## src/utf8d_pkg.sv

```systemverilog
// Shared types, constants and helper functions for the padded UTF-8 decoder.
package utf8d_pkg;

    localparam int UNIT_W = 31;
    localparam int LEN_W  = 3;

    typedef logic [UNIT_W-1:0] unit_t;
    typedef logic [LEN_W-1:0]  len_t;

    // One decoded run: the first two units and the total unit count.
    // Every unit after the second one is zero.
    typedef struct packed {
        unit_t unit0;
        unit_t unit1;
        len_t  len;
    } run_t;

    localparam unit_t SUPP_BASE  = 31'h0001_0000;
    localparam unit_t HI_SURR    = 31'h0000_D800;
    localparam unit_t LO_SURR    = 31'h0000_DC00;
    localparam len_t  LEN_SINGLE = 3'd1;
    localparam len_t  LEN_PAIR   = 3'd2;
    localparam len_t  LEN_MAX    = 3'd6;

    // Sequence length from the bits of a lead byte.
    function automatic len_t lead_length(input logic [7:0] b);
        len_t n;
        priority if (!b[7]) n = LEN_SINGLE;
        else if (!b[5])     n = LEN_PAIR;
        else if (!b[4])     n = 3'd3;
        else if (!b[3])     n = 3'd4;
        else if (!b[2])     n = 3'd5;
        else                n = LEN_MAX;
        return n;
    endfunction

    // Payload bits that a lead byte of the given length contributes.
    function automatic logic [7:0] lead_payload(input logic [7:0] b, input len_t n);
        logic [7:0] mask;
        mask = 8'h7F >> n;
        return b & mask;
    endfunction

    // Builds the run for a finished value, splitting it into a surrogate
    // pair when UTF-16 output is selected and the value needs one.
    function automatic run_t make_run(input unit_t v, input len_t n, input logic mode);
        run_t  r;
        unit_t w;
        logic  surr;
        w    = v - SUPP_BASE;
        surr = mode && (v >= SUPP_BASE) && (n >= LEN_PAIR);
        r.len = n;
        if (surr)
        begin
            r.unit0 = HI_SURR | {21'd0, w[19:10]};
            r.unit1 = LO_SURR | {21'd0, w[9:0]};
        end
        else
        begin
            r.unit0 = v;
            r.unit1 = '0;
        end
        return r;
    endfunction

endpackage

```

## src/utf8d_front.sv

```systemverilog
// Front end: classifies lead bytes, gathers continuation bytes, and queues finished runs.
module utf8d_front
    import utf8d_pkg::*;
(
    input  logic       clk,
    input  logic       rst_n,
    input  logic       utf16_mode,
    input  logic       accept,
    input  logic [7:0] in_byte,
    input  logic       end_of_data,
    output logic       push,
    output run_t       push_run
);

    len_t  seq_len_reg, seq_len_next;
    len_t  seen_reg, seen_next;
    unit_t accum_reg, accum_next;

    len_t  lead_n;
    len_t  seen_inc;
    unit_t acc_shift;
    unit_t run_value;
    len_t  run_len;

    assign lead_n    = lead_length(in_byte);
    assign seen_inc  = seen_reg + 3'd1;
    assign acc_shift = {accum_reg[UNIT_W-7:0], in_byte[5:0]};

    always_comb
    begin
        seq_len_next = seq_len_reg;
        seen_next    = seen_reg;
        accum_next   = accum_reg;
        push         = 1'b0;
        run_value    = '0;
        run_len      = lead_n;
        if (accept)
        begin
            if (seq_len_reg == '0)
            begin
                if (lead_n == LEN_SINGLE)
                begin
                    push      = 1'b1;
                    run_value = {23'd0, in_byte};
                end
                else if (end_of_data)
                begin
                    // A lead byte at end of data yields a run of zeros.
                    push = 1'b1;
                end
                else
                begin
                    seq_len_next = lead_n;
                    seen_next    = 3'd1;
                    accum_next   = {23'd0, lead_payload(in_byte, lead_n)};
                end
            end
            else
            begin
                run_len = seq_len_reg;
                if (seen_inc >= seq_len_reg)
                begin
                    push         = 1'b1;
                    run_value    = acc_shift;
                    seq_len_next = '0;
                    seen_next    = '0;
                    accum_next   = '0;
                end
                else if (end_of_data)
                begin
                    push         = 1'b1;
                    seq_len_next = '0;
                    seen_next    = '0;
                    accum_next   = '0;
                end
                else
                begin
                    seen_next  = seen_inc;
                    accum_next = acc_shift;
                end
            end
        end
    end

    assign push_run = make_run(run_value, run_len, utf16_mode);

    always_ff @(posedge clk or negedge rst_n)
    begin
        if (!rst_n)
        begin
            seq_len_reg <= '0;
            seen_reg    <= '0;
            accum_reg   <= '0;
        end
        else
        begin
            seq_len_reg <= seq_len_next;
            seen_reg    <= seen_next;
            accum_reg   <= accum_next;
        end
    end

endmodule

```

## src/utf8d_queue.sv

```systemverilog
// Short run queue between the front end and the unit expander.
module utf8d_queue
    import utf8d_pkg::*;
#(
    parameter int DEPTH = 4
)
(
    input  logic clk,
    input  logic rst_n,
    input  logic push,
    input  run_t push_run,
    input  logic pop,
    output logic full,
    output logic empty,
    output run_t head
);

    localparam int PTR_W = (DEPTH > 1) ? $clog2(DEPTH) : 1;
    localparam int CNT_W = $clog2(DEPTH + 1);
    localparam logic [PTR_W-1:0] LAST_PTR = PTR_W'(DEPTH - 1);
    localparam logic [CNT_W-1:0] FULL_CNT = CNT_W'(DEPTH);

    run_t             slots_reg [DEPTH];
    logic [PTR_W-1:0] wr_ptr_reg, wr_ptr_next;
    logic [PTR_W-1:0] rd_ptr_reg, rd_ptr_next;
    logic [CNT_W-1:0] count_reg, count_next;

    assign full  = (count_reg == FULL_CNT);
    assign empty = (count_reg == '0);
    assign head  = slots_reg[rd_ptr_reg];

    always_comb
    begin
        wr_ptr_next = wr_ptr_reg;
        rd_ptr_next = rd_ptr_reg;
        count_next  = count_reg;
        if (push)
        begin
            wr_ptr_next = (wr_ptr_reg == LAST_PTR) ? '0 : wr_ptr_reg + 1'b1;
        end
        if (pop)
        begin
            rd_ptr_next = (rd_ptr_reg == LAST_PTR) ? '0 : rd_ptr_reg + 1'b1;
        end
        if (push && !pop)
        begin
            count_next = count_reg + 1'b1;
        end
        else if (pop && !push)
        begin
            count_next = count_reg - 1'b1;
        end
    end

    always_ff @(posedge clk)
    begin
        if (push)
        begin
            slots_reg[wr_ptr_reg] <= push_run;
        end
    end

    always_ff @(posedge clk or negedge rst_n)
    begin
        if (!rst_n)
        begin
            wr_ptr_reg <= '0;
            rd_ptr_reg <= '0;
            count_reg  <= '0;
        end
        else
        begin
            wr_ptr_reg <= wr_ptr_next;
            rd_ptr_reg <= rd_ptr_next;
            count_reg  <= count_next;
        end
    end

`ifndef SYNTH
    a_no_overflow: assert property (@(posedge clk) disable iff (!rst_n)
        push |-> !full)
        else $error("run pushed into a full queue");

    a_no_underflow: assert property (@(posedge clk) disable iff (!rst_n)
        pop |-> !empty)
        else $error("run popped from an empty queue");

    a_count_grows: assert property (@(posedge clk) disable iff (!rst_n)
        (push && !pop) |=> (count_reg == $past(count_reg) + 1'b1))
        else $error("queue occupancy did not follow a push");
`endif

endmodule

```

## src/utf8d_back.sv

```systemverilog
// Back end: expands each queued run into its code units through an output register.
module utf8d_back
    import utf8d_pkg::*;
(
    input  logic  clk,
    input  logic  rst_n,
    input  logic  empty,
    input  run_t  head,
    output logic  pop,
    input  logic  out_stall,
    output logic  out_valid,
    output unit_t code_unit,
    output logic  run_last
);

    len_t  idx_reg, idx_next;
    logic  valid_reg, valid_next;
    unit_t unit_reg;
    logic  last_reg;

    logic  load;
    logic  is_last;
    unit_t unit_sel;

    assign load    = !empty && (!valid_reg || !out_stall);
    assign is_last = (idx_reg == head.len - 3'd1);
    assign pop     = load && is_last;

    always_comb
    begin
        unique case (idx_reg)
            3'd0:    unit_sel = head.unit0;
            3'd1:    unit_sel = head.unit1;
            default: unit_sel = '0;
        endcase
    end

    always_comb
    begin
        idx_next   = idx_reg;
        valid_next = valid_reg;
        if (load)
        begin
            valid_next = 1'b1;
            idx_next   = is_last ? '0 : idx_reg + 3'd1;
        end
        else if (!out_stall)
        begin
            valid_next = 1'b0;
        end
    end

    always_ff @(posedge clk or negedge rst_n)
    begin
        if (!rst_n)
        begin
            idx_reg   <= '0;
            valid_reg <= 1'b0;
        end
        else
        begin
            idx_reg   <= idx_next;
            valid_reg <= valid_next;
        end
    end

    always_ff @(posedge clk)
    begin
        if (load)
        begin
            unit_reg <= unit_sel;
            last_reg <= is_last;
        end
    end

    assign out_valid = valid_reg;
    assign code_unit = unit_reg;
    assign run_last  = last_reg;

endmodule

```

## src/utf8_decoder_padded.sv

```systemverilog
// Top level of the padded UTF-8 decoder: config register, front end, run queue, expander.
// Throughput: one byte accepted and one code unit delivered per cycle when neither side stalls.
// The run of a completing byte is written into the run queue, then its first unit into the output register.
// in_stall rises only while the run queue holds FIFO_DEPTH runs; the expander drains it.
// Reset: no open sequence, empty queue, no valid output, UTF-16 mode off.
// There is no clearing pass; bytes are taken from the first cycle after reset.
module utf8_decoder_padded
    import utf8d_pkg::*;
#(
    parameter int FIFO_DEPTH = 4
)
(
    input  logic                clk,
    input  logic                rst_n,
    input  logic                cfg_write_en,
    input  logic                cfg_write_data,
    input  logic                in_valid,
    output logic                in_stall,
    input  logic [7:0]          in_byte,
    input  logic                end_of_data,
    output logic                out_valid,
    input  logic                out_stall,
    output logic [UNIT_W-1:0]   code_unit,
    output logic                run_last
);

    // The mode is sampled by the front end when a run is built, which is
    // the byte that completes or cuts short a sequence.
    logic mode_reg;

    logic accept;
    logic push;
    run_t push_run;
    logic pop;
    logic full;
    logic empty;
    run_t head;

    always_ff @(posedge clk or negedge rst_n)
    begin
        if (!rst_n)
        begin
            mode_reg <= 1'b0;
        end
        else if (cfg_write_en)
        begin
            mode_reg <= cfg_write_data;
        end
    end

    // The input side only looks at queue occupancy, so a stalled output
    // does not stop bytes until the queue actually fills.
    assign in_stall = full;
    assign accept   = in_valid && !full;

    utf8d_front u_front (
        .clk         (clk),
        .rst_n       (rst_n),
        .utf16_mode  (mode_reg),
        .accept      (accept),
        .in_byte     (in_byte),
        .end_of_data (end_of_data),
        .push        (push),
        .push_run    (push_run)
    );

    utf8d_queue #(
        .DEPTH (FIFO_DEPTH)
    ) u_queue (
        .clk      (clk),
        .rst_n    (rst_n),
        .push     (push),
        .push_run (push_run),
        .pop      (pop),
        .full     (full),
        .empty    (empty),
        .head     (head)
    );

    // Each run of N units leaves the queue after its N-th beat is loaded
    // into the output register.
    utf8d_back u_back (
        .clk       (clk),
        .rst_n     (rst_n),
        .empty     (empty),
        .head      (head),
        .pop       (pop),
        .out_stall (out_stall),
        .out_valid (out_valid),
        .code_unit (code_unit),
        .run_last  (run_last)
    );

endmodule

```

## config.mk

```make
export PLATFORM = sky130hd
export DESIGN_NAME = utf8_decoder_padded
export DESIGN_NICKNAME = d
export VERILOG_FILES = /design/src/utf8d_pkg.sv /design/src/utf8d_front.sv /design/src/utf8d_queue.sv /design/src/utf8d_back.sv /design/src/utf8_decoder_padded.sv
export SDC_FILE = /design/constraint.sdc
export NUM_CORES = 1
export LEC_CHECK = 0
export ABC_CLOCK_PERIOD_IN_PS = 3900
export BUFFER_PORTS_ARGS = -buffer_cell sky130_fd_sc_hd__buf_4
export CORE_MARGIN = 5
export CORE_UTILIZATION = 45
export CTS_BUF_LIST = sky130_fd_sc_hd__clkbuf_4
export DETAILED_ROUTE_END_ITERATION = 10
export GPL_TIMING_DRIVEN = 0
export PLACE_DENSITY = 0.59
export SYNTH_ARGS = -nofsm -noshare
export SYNTH_HDL_FRONTEND = slang
export SYNTH_SLANG_ARGS = --single-unit
```

## constraint.sdc

```tcl
create_clock -name clk -period 3.9 [get_ports clk]
set_input_delay 0.585 -clock clk [delete_from_list [all_inputs] [get_ports clk]]
set_output_delay 0.585 -clock clk [all_outputs]
set_load 0.05 [all_outputs]
```

Word-level counts from Yosys, hierarchy flattened
Memories as Yosys holds them, arrays and structs flattened.
Cells that the tools add are included.
- input bits: 15
- output and inout port bits: 34
- memories kept: 1
- word-level logic and storage cells: 97
- memory bits (writable): 260
- register bits after elaboration: 75
- memory list (name ; depth ; bits a word ; rd ports ; clocked after memory_dff ; write ports ; line ; text):
    u_queue.slots_reg ; 4 ; 65 ; 1 ; 0 ; 1 ; utf8d_queue.sv:23 ; run_t slots_reg [DEPTH];
- eq/ne operators: 9
- bitwise operators: 1
- order comparisons: 3
- mux-type cells: 42
- $add $sub $neg: 8
- shift operators: 1
- reductions and logical operators: 21
- operators by type and width (kind ; number):
    $mux 25 ; 5
    $mux 31 ; 3
    $mux 62 ; 1
    $pmux 31 s2 ; 1
    $mux 3 ; 19
    $ge 31x17->1 const B ; 1
    $sub 20x17->20 const B ; 1
    $add 3x1->3 const B ; 3
    $logic_not 3->1 ; 3
    $mux 1 ; 9
    $and 8x8->8 ; 1
    $mux 8 ; 1
    $shr 7x3->8 const A ; 1
    $logic_and 1x1->1 ; 7
    $eq 3x1->1 const B ; 2
    $logic_not 1->1 ; 6
    $mux 2 ; 3
    $sub 3x1->3 const B ; 2
    $add 2x1->2 const B ; 2
    $eq 2x2->1 const B ; 2
    $ne 2x2->1 const B ; 2
    $reduce_and 4->1 ; 1
    $eq 3x3->1 ; 1
    $eq 3x3->1 const B ; 1
    7 further kinds ; 7

Depth between registers and ports, before layout
Gate-level depths: netlist of the first run.
- depth after elaboration: 13
- gate-level depth with buffers: 15
- gate-level depth less buffers: 13

By module
From an unflattened synthesis of the first run, not the netlist that was laid out.
- cell total of the unflattened synthesis: 773
- area total of the unflattened synthesis: 13680.6 sq um
- by module, submodules not included (module ; sequential area each (sq um) ; area each (sq um) ; instances ; cells each):
    utf8d_queue ; 7982.7 ; 9829.4 ; 1 ; 376
    utf8d_front ; 775.7 ; 2234.6 ; 1 ; 295
    utf8d_back ; 1061.0 ; 1570.3 ; 1 ; 99
    utf8_decoder_padded ; 25.0 ; 46.3 ; 1 ; 3

Worst setup path after synthesis of the first run
Ideal clock, no wire load.
- path kind: register -> register
- from: reg u_front.seen_reg[0]
- to: mem u_queue.slots_reg[3][0] (netlist name) (enable)
- period minus slack after synthesis: 3.574 ns
- library setup time: 0.407 ns
- data arrival time: 3.167 ns
- data required time: 3.493 ns
- slack: 0.326 ns
- cell stages (with the launch flop): 9
- cells stage by stage: dfrtp_1 -> ha_1 -> xor2_1 -> ha_1 -> nand2_1 -> o21ai_0 -> o21ai_0 -> a21oi_1 -> and2_1
- cells in the longest elaborated chain, start to end: 7
- RTL lines (what ; line ; text):
    start, declared ; utf8d_front.sv:16 ; len_t seen_reg, seen_next;
    start signal, assigned ; utf8d_front.sv:98 ; seen_reg <= seen_next;
    $add 3x1->3 ; utf8d_front.sv:26 ; assign seen_inc = seen_reg + 3'd1;
    $ge 3x3->1 ; utf8d_front.sv:61 ; if (seen_inc >= seq_len_reg)
    $mux 1 ; utf8d_front.sv:61 ;
    $mux 1 ; utf8d_front.sv:39 ; if (seq_len_reg == '0)
    $mux 1 ; utf8d_front.sv:37 ; if (accept)
    via push ; utf8_decoder_padded.sv:32 ; logic push;
    $mux 1 ; utf8d_queue.sv:57 ; if (push)
    $mux 1 (not written as such) ; utf8d_queue.sv:59 ; slots_reg[wr_ptr_reg] <= push_run;
    end, declared ; utf8d_queue.sv:23 ;
The timed path passes the listed nets, and every way through them passes these cells.

==> impl_metrics.env, run 1 <==
export IMPL_status="completed"
export IMPL_preCtsSetupSlack_ns=-0.3689
export IMPL_cts_tree="built"
export IMPL_max_freq_ghz=0.2762
export IMPL_worst_ep_required_time_ns=4.30
export IMPL_cts_made_buffers=68
export IMPL_syn_area_mm2=0.01044
export IMPL_synthCells=615
export IMPL_drt_antenna_violating_nets=0
export IMPL_finalPower_mw=10.09
export IMPL_clk_pin_slew_ns=0.07
export IMPL_synthMuxAreaShare_pct=10.91
export IMPL_cap_violations=0
export IMPL_clock_latency_ns=0.66
export IMPL_drv_slew=0
export IMPL_rsz0062_at_grt="false"
export IMPL_synth_cell_types=46
export IMPL_critPathMaxFanout=10
export IMPL_vias_per_cell=5.507
export IMPL_yosys_area_share_simple_pct=7.458
export IMPL_coreArea_mm2=0.02271
export IMPL_synth_xor_area_share_pct=0.7554
export IMPL_tightest_slew_ns=0.8732
export IMPL_drive_gt1_share_pct=31.76
export IMPL_synthAdderAreaFrac_pct=2.110
export IMPL_setup_violations=0
export IMPL_cts_root_buf="clkbuf_4"
export IMPL_place_hpwl_um=14180
export IMPL_antenna_found_initial=1
export IMPL_grt_pass1_vias=6398
export IMPL_busiest_layer="met2"
export IMPL_hold_violations=0
export IMPL_post_dp_cell_area_mm2=0.01122
export IMPL_seq_area_frac_synth_pct=71.32
export IMPL_stdcell_area_mm2=0.01220
export IMPL_largest_register_ffs=180
export IMPL_nNetsFinal=769
export IMPL_post_synth_top_area_fraction_pct=61.01
export IMPL_grt_first_pass_wirelength_um=35240
export IMPL_start_util_pct=45.95
export IMPL_async_flop_share_pct=16.86
export IMPL_drt_iter0_drc=452
export IMPL_layout_setup_ws_ns=0.2789
export IMPL_die_x_um=162.3
export IMPL_synth_top_cell_by_area="edfxtp_1"
export IMPL_synth_edf_count=212
export IMPL_ys_ff_latch=255
export IMPL_crit_type="reg -> reg"
export IMPL_cp_end_kind="register"
export IMPL_clockBufferDepth=3
export IMPL_synth_ff_type="edfxtp_1"
export IMPL_syn2layout_area_growth_pct=16.91
export IMPL_numClockSinks=255
export IMPL_hold_slack_ns=0.1645
export IMPL_synth_area_top_cells="edfxtp_1 (61%), dfrtp_1 (10%), mux4_2 (9.7%), a22o_1 (2.8%), nand2_1 (2.1%)"
export IMPL_timing_slew_headroom_pct=41.70
export IMPL_grt_max_degree=44
export IMPL_synth_top_family_by_area="multiplexers"
export IMPL_routed_wl_um=21850
export IMPL_hp_class="in -> reg"
export IMPL_avgSynthCellArea_um2=16.97
export IMPL_grt_use_total_pct=17.36
export IMPL_powerDensity_mw_per_mm2=826.7
export IMPL_ios=49
export IMPL_die_h_um=162.3
export IMPL_cp_start_kind="register"
export IMPL_grt_util_met2_pct=27.21
export IMPL_fillers=1909
export IMPL_synth_compound_area_share_pct=5.420
export IMPL_gp_congestion=0.8662
export IMPL_finalCritPeriodShare_pct=92.85
export IMPL_port_buffers=46
export IMPL_ir_drop_mv=0.5860
export IMPL_drtPass1Iterations=5
export IMPL_min_period_ns=3.621
export IMPL_die_area_mm2=0.02633
export IMPL_syn_nets=647
export IMPL_met3_usage_pct=4.694
export IMPL_rows=55
export IMPL_clock_skew_ns=0.04040
export IMPL_vias=5893
export IMPL_grtUsageMet1_pct=22.86
export IMPL_critical_path_arrival_ns=4.02
export IMPL_grt_overflow=0
export IMPL_p_leak_nw=4.626
export IMPL_routedWlPerCell_um=20.42
export IMPL_drc=0
export IMPL_ys_warn_count=0
export IMPL_cts_max_level=3
-- critical path, cell delays in order (launching register included) --
cell and delay [ns]:
dfrtp_1 0.42, ha_1 0.26, xor2_1 0.22, ha_1 0.27, a21oi_1 0.24, o21ai_4 0.09, nor2b_1 0.13, clkbuf_4 0.20
nand2_1 0.17, ha_1 0.22, o41ai_1 0.11, a2111oi_2 0.34, a21boi_2 0.15, buf_6 0.18, mux2i_1 0.33
-- cells in the final DEF (no fill, tap or decap), types with 6 or more instances in the layout --
cell type and instances:
clkbuf_1 16, and2_1 17, buf_2 8, and3_1 15, mux4_2 45, nand2_1 57
nor4_1 6, edfxtp_1 212, ha_1 16, o21ai_0 13, clkinv_1 7, nor2_1 19
nand3_1 11, buf_4 48, inv_1 17, dfrtp_1 43, clkbuf_4 108, nor3_1 6
a22o_1 33
-- what timing repair did --
| action | in CTS | in global routing |
|---|---|---|
| cloned | 0 | 0 |
| setup buffers | 0 | 1 |
| endpoints found under the setup margin | 161 | 149 |
| pin swaps | 0 | 2 |
| hold buffers | 1 | 0 |
| endpoints found under the hold margin | 43 | 0 |
| gates resized for setup | 5 | 15 |
-- logic make-up after synthesis --
kind of cell / count (synthesis)
AND/OR/NAND/NOR: 157
AO/OA/AOI/OAI: 72
adder cells (fa/ha/maj): 17
flip-flops: 255
buffers and inverters: 48
XOR/XNOR: 9
multiplexers: 57
-- area by class of cell --
| class | count | area (µm²) | area share (%) |
|---|---|---|---|
| plain buffers | 30 | 152.6 | 1.251 |
| clock inverters | 12 | 97.59 | 0.8000 |
| clock buffers | 105 | 788.3 | 6.462 |
| diodes | 1 | 2.502 | 0.02051 |
| repair buffers | 52 | 442.9 | 3.631 |
| inverters | 18 | 67.56 | 0.5538 |
| flip-flops and latches | 255 | 7442 | 61.01 |
| multi-input cells | 312 | 2849 | 23.35 |
| well taps | 285 | 356.6 | 2.923 |
-- worst paths after layout --
path                                                        from  cells after the start  slack [ns]                                  to
worst max-delay path             u_front.seen_reg[0]$_DFFE_PN0P_                     14        0.28  u_queue.slots_reg[1][37]$_DFFE_PP_
worst min-delay path                                   out_stall                      3        0.16        u_back.out_valid$_DFFE_PN0P_
worst max register to register   u_front.seen_reg[0]$_DFFE_PN0P_                     14        0.28  u_queue.slots_reg[1][37]$_DFFE_PP_
worst min register to register  u_queue.count_reg[2]$_DFFE_PN0P_                      1        0.49    u_queue.count_reg[2]$_DFFE_PN0P_
max in group asynchronous                                  rst_n                      2        3.02       u_back.idx_reg[2]$_DFFE_PN0P_
min in group asynchronous                                  rst_n                      2        0.47  u_front.seq_len_reg[2]$_DFFE_PN0P_
-- synthesized netlist by cell type (all sizes together) (12+ instances only) --
library cell / n
edfxtp: 212
nand2: 57
mux4: 45
dfrtp: 43
a22o: 33
nor2: 23
and2: 22
inv: 18
clkbuf: 17
o21ai: 17
ha: 16
and3: 15
buf: 13
nand3: 12
-- through the flow --
| step | TNS [ns] | instances | utilization, % |
|---|---|---|---|
| finish | 0 | 1070 | 53.72 |
| global route | 0 | 1070 | 53.72 |
| CTS | 0 | 1068 | 53.43 |
| detailed placement | -38.09 | 950 | 49.42 |
| global placement | -212.14 | 946 | 49.04 |
| floorplan | 0 | 615 | - |
-- routing by layer --
metal	up-vias	part of all wire, %
met5	-	0
met4	0	3.2
met3	52	6.9
met2	234	48
met1	2920	42
li1	2687	-
-- report_power, final --
part	leakage, nW	total [mW]	internal, mW	switching [mW]
sequential	2.58	4.08	3.81	0.266
combinational	1.52	3.62	1.38	2.24
clock	0.535	2.39	1.35	1.04
total	4.63	10.1	6.54	3.54
No activity file was read; power rests on OpenSTA's default activity.
==> inputs of run 2 (changes only) <==
- BUFFER_PORTS_ARGS: -buffer_cell sky130_fd_sc_hd__buf_4 -> unset
- DONT_BUFFER_PORTS: unset -> 1
- GPL_ROUTABILITY_DRIVEN: unset -> 1
- PLACE_DENSITY: 0.59 -> 0.58
==> run 2 against run 1 <==
  * Critical path depth unchanged
  * Global-route usage hardly changed
  * Clock-buffer cell count fell by 8
  * Setup slack got worse by 0.073 ns
  * Non-clock buffer count decreased by 46
  * Worst hold slack worse by 0.084 ns
  * Via count shrank 2.8%
  * Wire length increased by 0.71%
  * Largest cell class unchanged
==> impl_metrics.env, run 2 (synthesis results as in run 1) <==
export IMPL_status="completed"
export IMPL_port_buffers=0
export IMPL_routed_wl_um=22000
export IMPL_numClockSinks=255
export IMPL_start_util_pct=45.95
export IMPL_finalCritPeriodShare_pct=94.72
export IMPL_cts_root_buf="clkbuf_4"
export IMPL_coreArea_mm2=0.02271
export IMPL_drc=0
export IMPL_hold_violations=0
export IMPL_min_period_ns=3.694
export IMPL_path_cells="ha_1 > xor2_1 > ha_1 > a21oi_1 > o21ai_4 > nor2b_2 > clkbuf_4 > nand2_1 > ha_1 > o41ai_1 > a2111oi_2 > a21boi_2 > buf_6 > and3_1"
export IMPL_die_h_um=162.3
export IMPL_layout_setup_ws_ns=0.2057
export IMPL_max_stage_delay_ns=0.42
export IMPL_layout_common_cells="edfxtp_1 (212), clkbuf_4 (100), nand2_1 (57)"
export IMPL_cts_setup_buffers=0
export IMPL_critical_path_slowest_cell="dfrtp_1"
export IMPL_worst_ep_required_time_ns=4.26
export IMPL_antenna_found_initial=1
export IMPL_layout_commonest_cell="edfxtp_1"
export IMPL_reg2reg_depth=14
export IMPL_max_freq_ghz=0.2707
export IMPL_crit_type="reg -> reg"
export IMPL_clockBufferDepth=3
export IMPL_largest_register_ffs=180
export IMPL_rsz0062_at_grt="false"
export IMPL_ir_drop_mv=0.5107
export IMPL_drive_gt1_share_pct=27.14
export IMPL_grt_pass1_vias=6297
export IMPL_finalPower_mw=9.676
export IMPL_cp_start_kind="register"
export IMPL_cts_max_level=3
export IMPL_cts_made_buffers=68
export IMPL_routedWlPerCell_um=21.51
export IMPL_grt_overflow=0
export IMPL_clk_pin_slew_ns=0.07
export IMPL_p_leak_nw=4.387
export IMPL_min_from="in_byte[2]"
export IMPL_hp_class="in -> reg"
export IMPL_drv_slew=0
export IMPL_preCtsSetupSlack_ns=-0.3597
export IMPL_grt_use_total_pct=17.41
export IMPL_r2r_start="u_front.seen_reg[0]$_DFFE_PN0P_"
export IMPL_worst_path_buf_inv=2
export IMPL_worstHoldPathCells=1
export IMPL_grt_max_degree=44
export IMPL_setup_violations=0
export IMPL_min_to="u_front.accum_reg[2]$_DFFE_PN0P_"
export IMPL_tightest_slew_ns=0.8348
export IMPL_rows=55
export IMPL_cp_end_kind="register"
export IMPL_timing_slew_headroom_pct=44.26
export IMPL_drtPass1Iterations=5
export IMPL_drt_iter0_drc=417
export IMPL_powerDensity_mw_per_mm2=818.1
export IMPL_nNetsFinal=723
export IMPL_fillers=1934
export IMPL_rrSetupSlack_ns=0.21
export IMPL_clock_skew_ns=0.03952
export IMPL_critical_path_arrival_ns=4.05
export IMPL_vias=5730
export IMPL_critPathMaxFanout=10
export IMPL_syn2layout_area_growth_pct=13.35
export IMPL_vias_per_cell=5.601
export IMPL_drt_antenna_violating_nets=0
export IMPL_die_area_mm2=0.02633
export IMPL_critPathMostFrequentCell="ha_1"
export IMPL_rr_endpoint="u_queue.slots_reg[2][60]$_DFFE_PP_"
export IMPL_cap_violations=0
export IMPL_fin_setup_tns_ns=0
export IMPL_place_hpwl_um=14240
export IMPL_gp_congestion=0.8441
export IMPL_worst_path_dominant_cell_family="compound AO/OA/AOI/OAI gates"
export IMPL_cts_tree="built"
export IMPL_grt_first_pass_wirelength_um=34970
export IMPL_clock_latency_ns=0.67
export IMPL_ios=49
export IMPL_die_x_um=162.3
[run 2: final cells by class]
type,instances,area (µm²),share of cell area [%]
antenna,1,2.502,0.02116
buffer,29,148.9,1.259
clock buffer,97,728.2,6.157
clock inverter,19,102.6,0.8674
inverter,18,67.56,0.5712
multi-input combinational,312,2851,24.11
sequential,255,7442,62.92
tap,285,356.6,3.015
timing repair buffer,7,127.6,1.079
[run 2: layer usage]
metal	track usage [%]	part of all wire (%)	wire length [µm]
met5	0	0	0
met1	22.62	43	9450
met2	27.62	48	10620
met3	4.999	5.7	1251
met4	7.459	3.1	686
[run 2: what timing repair did]
| action | 4_1_cts | 5_1_grt |
|---|---|---|
| pin swaps | 0 | 1 |
| hold buffers | 3 | 0 |
| gates resized for setup | 7 | 14 |
| hold endpoints to repair | 44 | 0 |
| setup endpoints to repair | 161 | 274 |
[run 2: worst register-to-register path, cell delays in order, from the launching register on]
cell       delay, ns
dfrtp_1         0.42
ha_1            0.26
xor2_1          0.18
ha_1            0.30
a21oi_1         0.28
o21ai_4         0.14
nor2b_2         0.19
clkbuf_4        0.20
nand2_1         0.20
ha_1            0.22
o41ai_1         0.09
a2111oi_2       0.33
a21boi_2        0.16
buf_6           0.19
and3_1          0.25
[run 2: report_power, final]
| group | switching [mW] | internal [mW] | leakage (nW) |
|---|---|---|---|
| logic | 1.60 | 1.16 | 1.30 |
| registers | 0.848 | 3.83 | 2.58 |
| clock network | 1.03 | 1.21 | 0.509 |
[run 2: per-stage QoR]
stage,utilization [%],instances,hold slack [ns],cell area (µm²)
after floorplan,-,615,0.2894,10440
after global placement,47.52,900,0.2908,10790
after detailed placement,47.90,904,0.2906,10880
after CTS,51.86,1023,0.02859,11780
after global routing,52.08,1023,0.03756,11830
final,52.08,1023,0.08092,11830
[run 2: worst max path at each step]
stage                     slack (ns)  cells past startpoint                            start                                  to
after floorplan                 0.33                      8  u_front.seen_reg[0]$_DFFE_PN0P_   u_queue.slots_reg[3][0]$_DFFE_PP_
after global placement         -1.17                      8  u_front.seen_reg[0]$_DFFE_PN0P_  u_queue.slots_reg[1][60]$_DFFE_PP_
after detailed placement       -0.36                     15  u_front.seen_reg[0]$_DFFE_PN0P_  u_queue.slots_reg[3][34]$_DFFE_PP_
after CTS                       0.01                     15  u_front.seen_reg[0]$_DFFE_PN0P_  u_queue.slots_reg[3][43]$_DFFE_PP_
after global routing           0.006                     15  u_front.seen_reg[0]$_DFFE_PN0P_  u_queue.slots_reg[3][48]$_DFFE_PP_
final                           0.21                     14  u_front.seen_reg[0]$_DFFE_PN0P_  u_queue.slots_reg[2][60]$_DFFE_PP_
